[src/rtl/core/pctdec_pkg.sv]
// Shared types, character codes and hex helper for the percent decoder.
package pctdec_pkg;

   localparam logic [7:0]  CHAR_NUL     = 8'h00;
   localparam logic [7:0]  CHAR_PERCENT = 8'h25;
   localparam logic [7:0]  CHAR_PLUS    = 8'h2B;
   localparam logic [7:0]  CHAR_SPACE   = 8'h20;
   localparam logic [15:0] CAP_RESET    = 16'd256;

   // Work for the back end: up to two decoded bytes, then optionally the terminator.
   typedef struct packed {
      logic [1:0]  nbytes;
      logic [7:0]  byte0;
      logic [7:0]  byte1;
      logic        last;
      logic [15:0] length;
   } cmd_type;

   typedef struct packed {
      logic       valid;
      logic [3:0] value;
   } hex_type;

   function automatic hex_type hex_digit(input logic [7:0] c);
      hex_type r;
      r.valid = 1'b1;
      r.value = 4'd0;
      if (c >= 8'h30 && c <= 8'h39) begin
         r.value = 4'(c - 8'h30);
      end else if (c >= 8'h41 && c <= 8'h46) begin
         r.value = 4'(c - 8'h41 + 8'd10);
      end else if (c >= 8'h61 && c <= 8'h66) begin
         r.value = 4'(c - 8'h61 + 8'd10);
      end else begin
         r.valid = 1'b0;
      end
      return r;
   endfunction

   function automatic logic [7:0] plain_map(input logic [7:0] c);
      return (c == CHAR_PLUS) ? CHAR_SPACE : c;
   endfunction

endpackage

[src/rtl/core/pctdec_front.sv]
// Front end: accepts source bytes, tracks escapes and the output limit, builds commands.
module pctdec_front
   import pctdec_pkg::*;
(
   input  logic        clock,
   input  logic        reset,
   input  logic        req_push,
   input  logic [7:0]  req_in_byte,
   input  logic        csr_wr_en,
   input  logic [15:0] csr_out_capacity,
   input  logic        q_full,
   output logic        cmd_push,
   output cmd_type     cmd_data
);

   typedef enum logic [1:0] {
      PEND_NONE,
      PEND_PCT,
      PEND_DIGIT
   } pend_type;

   pend_type    pend_ff, pend_in;
   logic [7:0]  held_ff, held_in;
   logic [15:0] wcount_ff, wcount_in;
   logic        full_ff, full_in;
   logic [15:0] cap_ff;

   logic [15:0] limit;
   logic        ovf;
   logic        eff_full;
   pend_type    eff_pend;
   logic [15:0] wc_inc;
   logic        accept;
   hex_type     hi_d, lo_d;
   logic [7:0]  hex_byte;

   assign accept   = req_push && !q_full;
   assign limit    = (cap_ff == 16'd0) ? 16'd0 : cap_ff - 16'd1;
   assign ovf      = !full_ff && (wcount_ff >= limit);
   assign eff_full = full_ff || ovf;
   assign eff_pend = ovf ? PEND_NONE : pend_ff;
   assign wc_inc   = wcount_ff + 16'd1;
   assign hi_d     = hex_digit(held_ff);
   assign lo_d     = hex_digit(req_in_byte);

   always_comb begin
      if (!hi_d.valid) begin
         hex_byte = 8'd0;
      end else if (!lo_d.valid) begin
         hex_byte = {4'd0, hi_d.value};
      end else begin
         hex_byte = {hi_d.value, lo_d.value};
      end
   end

   always_comb begin
      pend_in   = pend_ff;
      held_in   = held_ff;
      wcount_in = wcount_ff;
      full_in   = full_ff;
      cmd_push  = 1'b0;
      cmd_data  = '0;
      if (accept) begin
         if (req_in_byte == CHAR_NUL) begin
            cmd_push      = 1'b1;
            cmd_data.last = 1'b1;
            if (!eff_full && eff_pend != PEND_NONE) begin
               cmd_data.byte0  = CHAR_PERCENT;
               cmd_data.nbytes = 2'd1;
               if (eff_pend == PEND_DIGIT && wc_inc < limit) begin
                  cmd_data.byte1  = plain_map(held_ff);
                  cmd_data.nbytes = 2'd2;
               end
            end
            cmd_data.length = wcount_ff + 16'(cmd_data.nbytes);
            pend_in   = PEND_NONE;
            held_in   = 8'd0;
            wcount_in = 16'd0;
            full_in   = 1'b0;
         end else if (eff_full) begin
            full_in = 1'b1;
            pend_in = eff_pend;
         end else begin
            case (eff_pend)
               PEND_NONE: begin
                  if (req_in_byte == CHAR_PERCENT) begin
                     pend_in = PEND_PCT;
                  end else begin
                     cmd_push        = 1'b1;
                     cmd_data.nbytes = 2'd1;
                     cmd_data.byte0  = plain_map(req_in_byte);
                     wcount_in       = wc_inc;
                     full_in         = (wc_inc >= limit);
                  end
               end
               PEND_PCT: begin
                  held_in = req_in_byte;
                  pend_in = PEND_DIGIT;
               end
               PEND_DIGIT: begin
                  cmd_push        = 1'b1;
                  cmd_data.nbytes = 2'd1;
                  cmd_data.byte0  = hex_byte;
                  wcount_in       = wc_inc;
                  full_in         = (wc_inc >= limit);
                  pend_in         = PEND_NONE;
               end
               default: begin
                  pend_in = PEND_NONE;
               end
            endcase
         end
      end
   end

   always_ff @(posedge clock) begin
      if (reset) begin
         pend_ff   <= PEND_NONE;
         held_ff   <= 8'd0;
         wcount_ff <= 16'd0;
         full_ff   <= 1'b0;
         cap_ff    <= CAP_RESET;
      end else begin
         pend_ff   <= pend_in;
         held_ff   <= held_in;
         wcount_ff <= wcount_in;
         full_ff   <= full_in;
         if (csr_wr_en) begin
            cap_ff <= csr_out_capacity;
         end
      end
   end

   // once the limit is hit no escape stays pending
   a_full_no_pend: assert property (@(posedge clock) disable iff (reset)
      full_ff |-> pend_ff == PEND_NONE)
      else $error("pending escape while output full");

   // a terminator restarts the string count
   a_term_clears: assert property (@(posedge clock) disable iff (reset)
      (cmd_push && cmd_data.last) |=> (wcount_ff == 16'd0 && !full_ff))
      else $error("state not cleared after terminator");

endmodule

[src/rtl/core/pctdec_queue.sv]
// Short command queue between the front and back ends.
module pctdec_queue
   import pctdec_pkg::*;
#(
   parameter int DEPTH = 4
)
(
   input  logic    clock,
   input  logic    reset,
   input  logic    push,
   input  cmd_type push_data,
   output logic    full,
   input  logic    pop,
   output logic    head_valid,
   output cmd_type head_data
);

   localparam int PTR_W = (DEPTH > 1) ? $clog2(DEPTH) : 1;
   localparam int CNT_W = $clog2(DEPTH + 1);

   cmd_type            slot_ff [DEPTH];
   logic [PTR_W-1:0]   wr_ptr_ff, wr_ptr_in;
   logic [PTR_W-1:0]   rd_ptr_ff, rd_ptr_in;
   logic [CNT_W-1:0]   count_ff, count_in;
   logic               do_push, do_pop;

   assign full       = (count_ff == CNT_W'(DEPTH));
   assign head_valid = (count_ff != '0);
   assign head_data  = slot_ff[rd_ptr_ff];
   assign do_push    = push && !full;
   assign do_pop     = pop && head_valid;

   always_comb begin
      wr_ptr_in = wr_ptr_ff;
      rd_ptr_in = rd_ptr_ff;
      count_in  = count_ff;
      if (do_push) begin
         wr_ptr_in = (wr_ptr_ff == PTR_W'(DEPTH - 1)) ? '0 : wr_ptr_ff + PTR_W'(1);
      end
      if (do_pop) begin
         rd_ptr_in = (rd_ptr_ff == PTR_W'(DEPTH - 1)) ? '0 : rd_ptr_ff + PTR_W'(1);
      end
      if (do_push && !do_pop) begin
         count_in = count_ff + CNT_W'(1);
      end else if (do_pop && !do_push) begin
         count_in = count_ff - CNT_W'(1);
      end
   end

   always_ff @(posedge clock) begin
      if (reset) begin
         wr_ptr_ff <= '0;
         rd_ptr_ff <= '0;
         count_ff  <= '0;
      end else begin
         wr_ptr_ff <= wr_ptr_in;
         rd_ptr_ff <= rd_ptr_in;
         count_ff  <= count_in;
      end
   end

   always_ff @(posedge clock) begin
      if (do_push) begin
         slot_ff[wr_ptr_ff] <= push_data;
      end
   end

   a_count_bound: assert property (@(posedge clock) disable iff (reset)
      count_ff <= CNT_W'(DEPTH))
      else $error("queue count out of range");

   a_no_push_full: assert property (@(posedge clock) disable iff (reset)
      push |-> !full)
      else $error("command pushed into full queue");

endmodule

[src/rtl/core/pctdec_back.sv]
// Back end: expands queued commands into result items behind an output register.
module pctdec_back
   import pctdec_pkg::*;
(
   input  logic        clock,
   input  logic        reset,
   input  logic        head_valid,
   input  cmd_type     head_data,
   output logic        head_pop,
   output logic        rsp_empty,
   input  logic        rsp_pop,
   output logic [7:0]  rsp_out_byte,
   output logic        rsp_out_last,
   output logic [15:0] rsp_out_length
);

   logic [1:0]  step_ff, step_in;
   logic        valid_ff, valid_in;
   logic [7:0]  byte_ff, byte_in;
   logic        last_ff, last_in;
   logic [15:0] length_ff, length_in;

   logic [1:0]  pieces;
   logic        final_piece;
   logic        load;

   assign pieces      = head_data.nbytes + {1'b0, head_data.last};
   assign final_piece = (step_ff == pieces - 2'd1);
   assign load        = head_valid && (!valid_ff || rsp_pop);
   assign head_pop    = load && final_piece;

   always_comb begin
      step_in   = step_ff;
      valid_in  = valid_ff && !rsp_pop;
      byte_in   = byte_ff;
      last_in   = last_ff;
      length_in = length_ff;
      if (load) begin
         valid_in = 1'b1;
         step_in  = final_piece ? 2'd0 : step_ff + 2'd1;
         if (step_ff < head_data.nbytes) begin
            byte_in   = (step_ff == 2'd0) ? head_data.byte0 : head_data.byte1;
            last_in   = 1'b0;
            length_in = 16'd0;
         end else begin
            byte_in   = CHAR_NUL;
            last_in   = 1'b1;
            length_in = head_data.length;
         end
      end
   end

   always_ff @(posedge clock) begin
      if (reset) begin
         step_ff  <= 2'd0;
         valid_ff <= 1'b0;
      end else begin
         step_ff  <= step_in;
         valid_ff <= valid_in;
      end
      byte_ff   <= byte_in;
      last_ff   <= last_in;
      length_ff <= length_in;
   end

   assign rsp_empty      = !valid_ff;
   assign rsp_out_byte   = byte_ff;
   assign rsp_out_last   = last_ff;
   assign rsp_out_length = length_ff;

   a_last_zero: assert property (@(posedge clock) disable iff (reset)
      (valid_ff && last_ff) |-> byte_ff == CHAR_NUL)
      else $error("terminator item carries nonzero byte");

endmodule

[src/rtl/core/percent_decoder.sv]
// Top level of the streaming URL percent decoder.
// Path: an accepted item is written into the command queue; its first result reaches the rsp
// ports through the output register of the back end, which an unpopped output can hold up.
// Throughput: one item per cycle while req_full is low; each item yields at most one result,
// except a terminator after an unfinished escape, which yields up to three, one at a time
// through the single output register of the back end.
// Reset: synchronous; clears all string state and the queue, capacity returns to 256.
module percent_decoder
   import pctdec_pkg::*;
#(
   parameter int QUEUE_DEPTH = 4
)
(
   input  logic        clock,
   input  logic        reset,
   input  logic        req_push,
   output logic        req_full,
   input  logic [7:0]  req_in_byte,
   output logic        rsp_empty,
   input  logic        rsp_pop,
   output logic [7:0]  rsp_out_byte,
   output logic        rsp_out_last,
   output logic [15:0] rsp_out_length,
   input  logic        csr_wr_en,
   input  logic [15:0] csr_out_capacity
);

   logic    cmd_push;
   cmd_type cmd_data;
   logic    q_full;
   logic    head_valid;
   cmd_type head_data;
   logic    head_pop;

   assign req_full = q_full;

   pctdec_front u_front (
      .clock            (clock),
      .reset            (reset),
      .req_push         (req_push),
      .req_in_byte      (req_in_byte),
      .csr_wr_en        (csr_wr_en),
      .csr_out_capacity (csr_out_capacity),
      .q_full           (q_full),
      .cmd_push         (cmd_push),
      .cmd_data         (cmd_data)
   );

   pctdec_queue #(
      .DEPTH (QUEUE_DEPTH)
   ) u_queue (
      .clock      (clock),
      .reset      (reset),
      .push       (cmd_push),
      .push_data  (cmd_data),
      .full       (q_full),
      .pop        (head_pop),
      .head_valid (head_valid),
      .head_data  (head_data)
   );

   pctdec_back u_back (
      .clock          (clock),
      .reset          (reset),
      .head_valid     (head_valid),
      .head_data      (head_data),
      .head_pop       (head_pop),
      .rsp_empty      (rsp_empty),
      .rsp_pop        (rsp_pop),
      .rsp_out_byte   (rsp_out_byte),
      .rsp_out_last   (rsp_out_last),
      .rsp_out_length (rsp_out_length)
   );

endmodule
[config.mk]
export PLATFORM = sky130hd
export DESIGN_NAME = percent_decoder
export DESIGN_NICKNAME = d
export VERILOG_FILES = /design/src/rtl/core/pctdec_pkg.sv /design/src/rtl/core/pctdec_front.sv /design/src/rtl/core/pctdec_queue.sv /design/src/rtl/core/pctdec_back.sv /design/src/rtl/core/percent_decoder.sv
export SDC_FILE = /design/constraint.sdc
export NUM_CORES = 1
export LEC_CHECK = 0
export CAP_MARGIN = 20
export CORE_MARGIN = 3
export CORE_UTILIZATION = 25
export CTS_CLUSTER_SIZE = 25
export DETAILED_ROUTE_END_ITERATION = 8
export DONT_BUFFER_PORTS = 1
export SETUP_SLACK_MARGIN = 0.4
export SYNTH_ARGS = -nofsm -noshare
export SYNTH_HDL_FRONTEND = slang
export SYNTH_SLANG_ARGS = --single-unit
[constraint.sdc]
create_clock -name clock -period 11.7 [get_ports clock]
set_input_delay 2.34 -clock clock [delete_from_list [all_inputs] [get_ports clock]]
set_output_delay 2.34 -clock clock [all_outputs]
set_load 0.05 [all_outputs]
# [After elaboration in Yosys (flattened, before gate mapping)]
# Memory sizes are Yosys's and may differ from the RTL's. A register that Yosys moved wholly into a read port is not among the register bits.
# Cells that the tools add are included.
[totals] reg_bits=78 latchBits=0 mem_bits_rw=140 rom_bits=0 wordCells=164 memories=1
[op_classes] addsub=20 multipliers=0 div=0 order_cmp=16 eq_ne=13 shift=0 muxes=61 bitwise_logic=0 reduce_logical=40
[mem_list] memory="u_queue.slot_ff" words=4 word_bits=35 read_ports=1 rd_clocked_by_memory_dff=1 wr=1 line_no="pctdec_queue.sv:21" source="cmd_type slot_ff [DEPTH];"
[ops] operator="$mux W8" count=9
[ops] operator="$mux W16" count=4
[ops] operator="$mux W18" count=3
[ops] operator="$mux W35" count=1
[ops] operator="$ge A16 B16 Y1" count=2
[ops] operator="$ge A8 B7 Y1 const B" count=4
[ops] operator="$le A8 B7 Y1 const B" count=4
[ops] operator="$pmux W16 S2" count=1
[ops] operator="$mux W25" count=1
[ops] operator="$eq A8 B6 Y1 const B" count=3
[ops] operator="$mux W4" count=6
[ops] operator="$sub A4 B1 Y4 const B" count=6
[ops] operator="$mux W10" count=2
[ops] operator="$mux W2" count=10
[ops] operator="$pmux W10 S2" count=1
[ops] operator="$logic_and A1 B1 Y1" count=17
[ops] operator="$mux W1" count=17
[ops] operator="$add A16 B1 Y16 const B" count=1
[ops] operator="$add A16 B2 Y16" count=1
[ops] operator="$add A4 B4 Y4 const B" count=4
[ops] operator="$ge A8 B6 Y1 const B" count=2
[ops] operator="$le A8 B6 Y1 const B" count=2
[ops] operator="$logic_not A16 Y1" count=1
[ops] operator="$lt A16 B16 Y1" count=1
[ops] operator="other kinds (29)" count=47

# [Longest topological paths before layout]
# Gate-level depths: netlist of the first run.
[logic_depth] ltp_word=15 mapped_depth=23 depth_no_buf=22

# [Hierarchy]
# Synthesis of the first run repeated with hierarchy kept, for this count alone.
[unflattened] hier_cells=902 area_unflattened_um2=11135.7
[modules_own_cells] mod="pctdec_queue" n_inst=1 cells_each=233 area_per_inst_um2=5556.6 seq_area_each_um2=4384.2
[modules_own_cells] mod="pctdec_front" n_inst=1 cells_each=579 area_per_inst_um2=4320.4 seq_area_each_um2=860.8
[modules_own_cells] mod="pctdec_back" n_inst=1 cells_each=90 area_per_inst_um2=1258.7 seq_area_each_um2=810.8

# [Worst setup path after synthesis of the first run]
# No wires, ideal clock.
[synth_timing] kind="input to register" from="input rsp_pop" to="register u_queue.count_ff[2]" setup_ps=71 t_arrival_ps=5336 required_time_ps=11629 slack_ps=6294 stages=9 path_cell_list="inv_1 > a21oi_1 > nand3_1 > ha_1 > inv_1 > fa_1 > xor2_1 > or3_1 > a21oi_1"
[synth_between] elab_chain_len=7 word_cells_on_any_way=9 classes_between="mux: 1; reduce/logical: 8"
[synth_rtl] element="from (decl)" line_no="percent_decoder.sv:20" source="input logic rsp_pop,"
[synth_rtl] element="$logic_or A1 B1 Y1 *" line_no="pctdec_back.sv:29" source="assign load = head_valid && (!valid_ff || rsp_pop);"
[synth_rtl] element="$logic_and A1 B1 Y1 *" line_no="pctdec_back.sv:29"
[synth_rtl] element="net u_back.load" line_no="pctdec_back.sv:25" source="logic load;"
[synth_rtl] element="$logic_and A1 B1 Y1 *" line_no="pctdec_back.sv:30" source="assign head_pop = load && final_piece;"
[synth_rtl] element="$logic_and A1 B1 Y1 *" line_no="pctdec_queue.sv:31" source="assign do_pop = pop && head_valid;"
[synth_rtl] element="$logic_not A1 Y1" line_no="pctdec_queue.sv:43" source="if (do_push && !do_pop) begin"
[synth_rtl] element="$logic_and A1 B1 Y1" line_no="pctdec_queue.sv:43"
[synth_rtl] element="$mux W3 or $reduce_bool A2 Y1 (tied branches)"
[synth_rtl] element="to (signal assigned)" line_no="pctdec_queue.sv:58" source="count_ff <= count_in;"
[synth_rtl] element="to (decl)" line_no="pctdec_queue.sv:24" source="logic [CNT_W-1:0] count_ff, count_in;"
# The timed path passes the listed nets; every way through them passes the cells marked *.
# A chain may end at the register's enable or synchronous reset.

==> reports/results.env, run 1 <==
WORSTSETUPSTARTPOINTTYPE='register'
DETAILROUTE.VIA_COUNT=6489
PATH_MAX_FANOUT=6
DESIGN.PORTCOUNT=56
LEAKAGE_uW=0.00428
FINALSETUPTNS_PS=0
GLOBAL_ROUTE.OVERFLOW_TOTAL=0
PLACE.PORT_BUFFERS=0
FLOW.AREA_GROWTH_FROM_SYNTHESIS_PCT=12.8
GRT_FIRST_PASS_WIRELENGTH_UM=37000
WORST_R2R_ENDPOINT='u_queue.slot_ff[0][15]$_DFFE_PP_'
CAP_VIOLATIONS=0
WIDTH_OF_THE_DIE_UM=213
SYNTH_FF_TYPE='edfxtp_1'
FINAL_ANTENNA_NET_COUNT=0
CTS-BUFFERS-INSERTED=24
ROUTEDWLPERCELL_UM=16.7
GRT_START_MAX_NET_PINS=43
WORSTREGTOREGCELLS=19
INSERTEDDIODECOUNT=0
FINAL_NET_COUNT=920
GRT_PASS1_VIAS=6466
WORSTMARGINPINSLEW_PS=865
SYNTH_ENABLE_FLOP_CELLS=165
FILLCELLCOUNT=4217
VDD_IR_DROP_MAX_mV=0.0928
REG2REG_SLACK_PS=6070
COUNT_OF_SYNTHESIS_STAGE_WARNINGS_FROM_YOSYS=0
CRITICAL_PATH_REQUIRED_PS=12010
DIE-HEIGHT_UM=213
CTS.HTREE.LEVELS=1
POWER_DENSITY_mW_PER_MM2=199
DIE_AREA_MM2=0.0454
CLK-INSERTION-DELAY-LATE_PS=530
CLOCKROOTBUFFER='clkbuf_16'
POSTSYNTHREGISTERBITS=220
DETAIL_ROUTE.DRC_VIOLATIONS=0
PLACE_HPWL_UM=16200
AREA_OF_THE_CORE_MM2=0.0421
SYNTH_FP_NETS=920
MAPPEDNETLISTAREA_MM2=0.0107
GRT_USAGE=0.103
HOLD_BUFFERS=0
SYNTH_SEQUENTIAL_AREA_RATIO=0.564
HOLD_CRIT_CLASS='reg2reg'
CLOCK.FMAX_MHz=178
FINAL.SETUP_SKEW_PS=11.9
INITIAL_UTILIZATION=0.255
WORSTREG2REGSTART='u_front.cap_ff[0]$_SDFFE_PP0P_'
POST_DRT_VIA_CELL_RATIO=4.66
CRIT_TYPE='reg2reg'
POSTSYNTH.ASYNCRESETSHARE=0
TIMING.HOLD.WORST.START='u_queue.rd_ptr_ff[0]$_SDFFE_PP0P_'
FIN_UTIL=0.287
CLOCK_TREE_FROM_TRITONCTS='built'
FINAL_MIN_PERIOD_OVER_CLOCK_PERIOD=0.481
MULTI_INPUT_AREA_MM2=0.00443
SYNTH_TOP_CELLS_BY_COUNT='edfxtp_1 (165), nor2_1 (85), dfxtp_1 (55), nand2_1 (55), ha_1 (53)'
MAXIMUM_BUFFER_DEPTH_OF_THE_CLOCK_TREE=3
SEQCELLAREA_MM2=0.00606
ENDPOINT_TYPE_OF_THE_WORST_SETUP_PATH='register'
DETAILEDROUTE.FIRSTITERATIONVIOLATIONS=422
CTS_SETUP_BUFFERS=0
MAXSLEWVIOLCOUNT=0
TIMING.HOLD.WORST_PATH_DEPTH=2
ROWS=75
PLACE_CONGESTION=0.841
NETLIST.TOP_CELL.BY_AREA='edfxtp_1'
SYNTHESIS.AREA_PER_INSTANCE_UM2=12.8
GRT_ANTENNA_BEFORE_REPAIR=0
POST_ROUTE_CELLS_DRIVE_ABOVE_1_SHARE=0.121
SINKS_ON_CLOCK_NET=220
FIN_HOLD_WS_PS=485
CTS.REPORTEDPATHS.CLKPINSLEW_PS=60
OUTCOME='finished, final reports clean'
SYNTH.MOST_COMMON_CELL='edfxtp_1'
FIRSTDRTPASSITERS=5
SLEW_MARGIN_REL=0.419
SYNTHTOPCELLSBYAREA='edfxtp_1 (46%), dfxtp_1 (10%), mux4_2 (7.3%)'
FINALSETUPVIOLCOUNT=0
YOSYSUNIQUECELLTYPES=71
CTS_RESIZED=0
DATA_ARRIVAL_CRITICAL_PATH_PS=5940
HOLD_VIOL=0
NETLIST_INSTANCES=836
WIRELENGTH_UM=23300
RSZ0062_AT_GRT='no'
SYNTH_TOP_AREA_SHARE=0.462
FINAL_PERIOD_MINUS_WORST_SETUP_SLACK_PS=5630
through the flow:
step                      std cells  power [uW]  worst slack, ps  instance area, um^2
after CTS                      1393        2450             6070                12100
after detailed placement       1349        1720             6110                11300
final                          1393        2400             6070                12100
after global placement         1349        1710             6230                11300
after floorplan                 836        1580             6290                10700
after global routing           1393        2530             5570                12100
worst max path at each step:
stage               cells past startpoint                            from                                to  slack (ps)
floorplan                               9                         rsp_pop  u_queue.count_ff[2]$_SDFFE_PP0P_        6290
global placement                       19  u_front.cap_ff[0]$_SDFFE_PP0P_  u_queue.slot_ff[0][11]$_DFFE_PP_        6230
detailed placement                     19  u_front.cap_ff[0]$_SDFFE_PP0P_  u_queue.slot_ff[1][15]$_DFFE_PP_        6110
CTS                                    19  u_front.cap_ff[0]$_SDFFE_PP0P_  u_queue.slot_ff[3][11]$_DFFE_PP_        6070
global route                           19  u_front.cap_ff[0]$_SDFFE_PP0P_  u_queue.slot_ff[0][11]$_DFFE_PP_        5570
finish                                 19  u_front.cap_ff[0]$_SDFFE_PP0P_  u_queue.slot_ff[0][15]$_DFFE_PP_        6070
worst max-delay path, stage by stage (launching register included):
cell and delay [ps]:
dfxtp_1 340, nor3_2 230, nand2_1 110, or3_4 350, or4_4 430, or4_4 440
nor3_2 140, mux2i_1 310, ha_1 180, nand2_1 60, or3_1 380, o311ai_0 660
or2_2 250, nor2_1 70, ha_1 290, a21o_1 120, and2_1 200, nand3_1 190
or3_1 370, a21oi_1 270
cell families after synthesis:
logic type / synth area share
simple gates: 0.127
xor+xnor: 0.0310
fa+ha+maj: 0.0655
mux: 0.109
buf+inv: 0.0232
compound gates: 0.0797
flops: 0.564
metal layers:
metal / part of all wire / global-route usage / vias up
met2: 0.45 / 0.164 / 143
met4: 0.021 / 0.0242 / 0
met3: 0.057 / 0.0219 / 37
met1: 0.47 / 0.143 / 3166
met5: 0 / 0 / -
li1: - / - / 3143
layout by cell type (no fill, tap or decap), types with 4 or more instances in the layout:
cell / instances
and3_1: 5
a21oi_1: 28
inv_1: 28
dfxtp_1: 54
nand3_1: 19
and2_1: 32
a22oi_1: 4
nor3_1: 8
mux2i_1: 36
mux4_2: 35
a211oi_1: 4
ha_1: 53
clkbuf_8: 6
nand4_1: 7
nand2_1: 55
xnor2_1: 20
clkbuf_16: 24
a22o_1: 12
buf_4: 9
nor4_1: 4
nand2b_1: 11
edfxtp_1: 165
or3_1: 12
xor2_1: 18
nor2b_1: 6
a21o_1: 5
a31oi_1: 4
nor2_1: 85
clkbuf_1: 7
o21ai_0: 22
layout make-up:
class	instances	area share
Clock inverter	7	0.00445
Timing Repair Buffer	9	0.00558
Multi-Input combinational cell	553	0.366
Inverter	28	0.00868
Clock buffer	37	0.0586
Sequential cell	220	0.501
Tap cell	539	0.0557
report_power, final:
part | switching (uW) | internal, uW
clock network | 301 | 419
logic | 270 | 206
registers | 215 | 994
total | 786 | 1620
flip-flops by register name, indices dropped and copies added (netlist names), named ones only:
signal                 cells
u_front.full_ff            1
u_queue.slot_ff          140
u_queue.count_ff           3
u_queue.rd_ptr_ff          2
u_front.wcount_ff         16
u_back.valid_ff            1
u_front.held_ff            8
u_front.pend_ff            2
u_back.rsp_out_last        1
u_back.rsp_out_length     16
u_queue.wr_ptr_ff          2
u_front.cap_ff            16
u_back.rsp_out_byte        8
u_back.step_ff             2
No activity file was read; power rests on OpenSTA's default activity.
==> run 2: changes to the inputs <==
- clock period: 11.7 -> 4.9 ns (I/O delays scaled with it)
==> reports/results.env, run 2 (synthesis gave the netlist of run 1 again) <==
CTS-BUFFERS-INSERTED=24  # unchanged
GRT_FIRST_PASS_WIRELENGTH_UM=39700  # +7.3%
VIOLATIONS_IN_THE_FINAL_REPORTS='negative setup slack'
CTS.REPORTEDPATHS.CLKPINSLEW_PS=60  # about the same
FINAL_ANTENNA_NET_COUNT=0  # unchanged
INSERTEDDIODECOUNT=0  # unchanged
HOLD_VIOL=0  # unchanged
GLOBAL_ROUTE.OVERFLOW_TOTAL=0  # unchanged
GRT_USAGE=0.109  # +0.00678
ROUTEDWLPERCELL_UM=18.3  # +9.5%
FIRSTDRTPASSITERS=4  # -1
FINAL_NET_COUNT=1026  # +12%
FINAL.SETUP_SKEW_PS=23.9  # +12.0 ps
CLK-INSERTION-DELAY-LATE_PS=530  # about the same
PLACEMENT.SETUP.WORST_SLACK_PS=-120  # -6230 ps
ENDPOINT_TYPE_OF_THE_WORST_SETUP_PATH='register'
DIE_AREA_MM2=0.0454  # unchanged
DETAILROUTE.VIA_COUNT=7147  # +10%
INITIAL_UTILIZATION=0.255  # unchanged
DIE-HEIGHT_UM=213  # unchanged
DETAILEDROUTE.FIRSTITERATIONVIOLATIONS=488  # +16%
MOSTFREQUENTLAYOUTCELL='edfxtp_1'
TIMING.HOLD.WORST.START='u_queue.rd_ptr_ff[0]$_SDFFE_PP0P_'
FINALSETUPVIOLCOUNT=24  # +24
CTS.HTREE.LEVELS=1  # unchanged
LEAKAGE_uW=0.00507  # +18%
WIRELENGTH_UM=27500  # +18%
CRITPATHLAUNCH='u_front.cap_ff[1]$_SDFFE_PP0P_'
DESIGN.PORTCOUNT=56  # unchanged
CLOCK.FMAX_MHz=202  # +14%
CRIT_TYPE='reg2reg'
PLACE.PORT_BUFFERS=0  # unchanged
FLOW.AREA_GROWTH_FROM_SYNTHESIS_PCT=30.5
LARGEST_REG_FLOPS=140  # unchanged
MAXIMUM_BUFFER_DEPTH_OF_THE_CLOCK_TREE=3  # unchanged
AREA_OF_THE_CORE_MM2=0.0421  # unchanged
FINAL_PERIOD_MINUS_WORST_SETUP_SLACK_PS=4960  # -678 ps
SLEW_MARGIN_REL=0.411  # -0.00856
FINALWORSTSETUPSLACK_PS=-55.1  # -6120 ps
PATH_MAX_FANOUT=4  # -2
CLOCKROOTBUFFER='clkbuf_16'
PLACE_CONGESTION=0.841  # about the same
HOLD_CRIT_CLASS='reg2reg'
WORSTSETUPSTARTPOINTTYPE='register'
DATA_ARRIVAL_CRITICAL_PATH_PS=5230  # -710 ps
POST_DRT_VIA_CELL_RATIO=4.77  # +2.4%
DPL.CELL_COUNT=1380  # +2.3%
LARGEST-REGISTER='u_queue.slot_ff'
VDD_IR_DROP_MAX_mV=0.255  # +170%
FINAL_CELL_MIX='edfxtp_1 (165), nor2_1 (65), buf_4 (57)'
MAXSLEWVIOLCOUNT=0  # unchanged
CRITICAL_PATH_REQUIRED_PS=5170  # -6840 ps
POWER_DENSITY_mW_PER_MM2=428  # +120%
WIDTH_OF_THE_DIE_UM=213  # unchanged
SINKS_ON_CLOCK_NET=220  # unchanged
POST_ROUTE_CELLS_DRIVE_ABOVE_1_SHARE=0.316  # +0.195
GRT_START_MAX_NET_PINS=43  # unchanged
OUTCOME='complete, but fails checks'
PLACE_HPWL_UM=16900  # +4.7%
CLOCK_TREE_FROM_TRITONCTS='built'
CAP_VIOLATIONS=0  # unchanged
FINAL_MIN_PERIOD_OVER_CLOCK_PERIOD=1.01  # +0.530
RSZ0062_AT_GRT='yes'
POST_LAYOUT_NONFILLER_INSTANCES=1499  # +7.6%
GRT_ANTENNA_BEFORE_REPAIR=0  # unchanged
DETAIL_ROUTE.DRC_VIOLATIONS=0  # unchanged
WORSTREG2REGSTART='u_front.cap_ff[1]$_SDFFE_PP0P_'
WORSTMARGINPINSLEW_PS=877  # +12.0 ps
ROWS=75  # unchanged
GRT_PASS1_VIAS=7041  # +8.9%
==> run 2: through the flow <==
step | hold slack [ps] | instance area, um^2 | TNS, ps | utilization | power [uW]
6_report | 488 | 14000 | -762 | 0.332 | 6000
3_5_place_dp | 478 | 11700 | -1610 | 0.278 | 4150
2_1_floorplan | 445 | 10800 | 0 | - | 3770
5_1_grt | 529 | 14000 | -12610 | 0.332 | 6290
3_3_place_gp | 462 | 11700 | 0 | 0.278 | 4120
4_1_cts | 493 | 13200 | -417 | 0.313 | 5940
==> run 2: timing repair <==
item	in CTS	in global routing
gates cloned	0	25
endpoints found under the setup margin	98	300
resized for setup	96	70
hold buffers	0	0
setup buffers	35	15
pin swaps	36	30
endpoints found under the hold margin	0	0
==> run 2: power breakdown <==
part	internal, uW	switching [uW]	total (uW)
sequential	2370	556	2930
clock	973	740	1710
combinational	660	698	1360
==> run 2: final cells by class <==
type | instances | area, um^2
inverters | 28 | 105
fillers | 4033 | 28100
clock buffers | 29 | 629
multi-input cells | 553 | 5080
well taps | 539 | 674
flip-flops and latches | 220 | 6060
repair buffers | 115 | 1330
clock inverters | 15 | 121
==> run 2: worst max-delay path, cell delays in order (launching register included) <==
cell and delay, ps:
dfxtp_2 330, nor3_4 190, nand2_1 90, or3_4 330, or4_4 420, or4_4 470
nor3_4 150, mux2i_2 270, buf_4 160, ha_4 200, a21oi_2 140, o21ai_2 80
a211oi_2 260, o21ai_2 130, or2_4 290, nor2_4 110, buf_4 130, fa_2 220
nand3_4 80, or3_1 320, xnor2_1 130, and2_4 170
==> run 2: metal layers <==
metal / routed length, um / up-vias / global-route usage
met5: 0 / - / 0
met4: 506 / 0 / 0.0248
met3: 1300 / 45 / 0.0209
met2: 13400 / 162 / 0.177
met1: 12200 / 3581 / 0.152
li1: - / 3359 / -
==> run 2: final timing paths <==
kind	end	slack, ps	cells after the start
setup / recovery	u_queue.slot_ff[0][10]$_DFFE_PP_	-60	21
hold / removal	u_queue.rd_ptr_ff[0]$_SDFFE_PP0P_	490	2
setup reg to reg	u_queue.slot_ff[0][10]$_DFFE_PP_	-60	21
hold reg to reg	u_queue.rd_ptr_ff[0]$_SDFFE_PP0P_	490	2
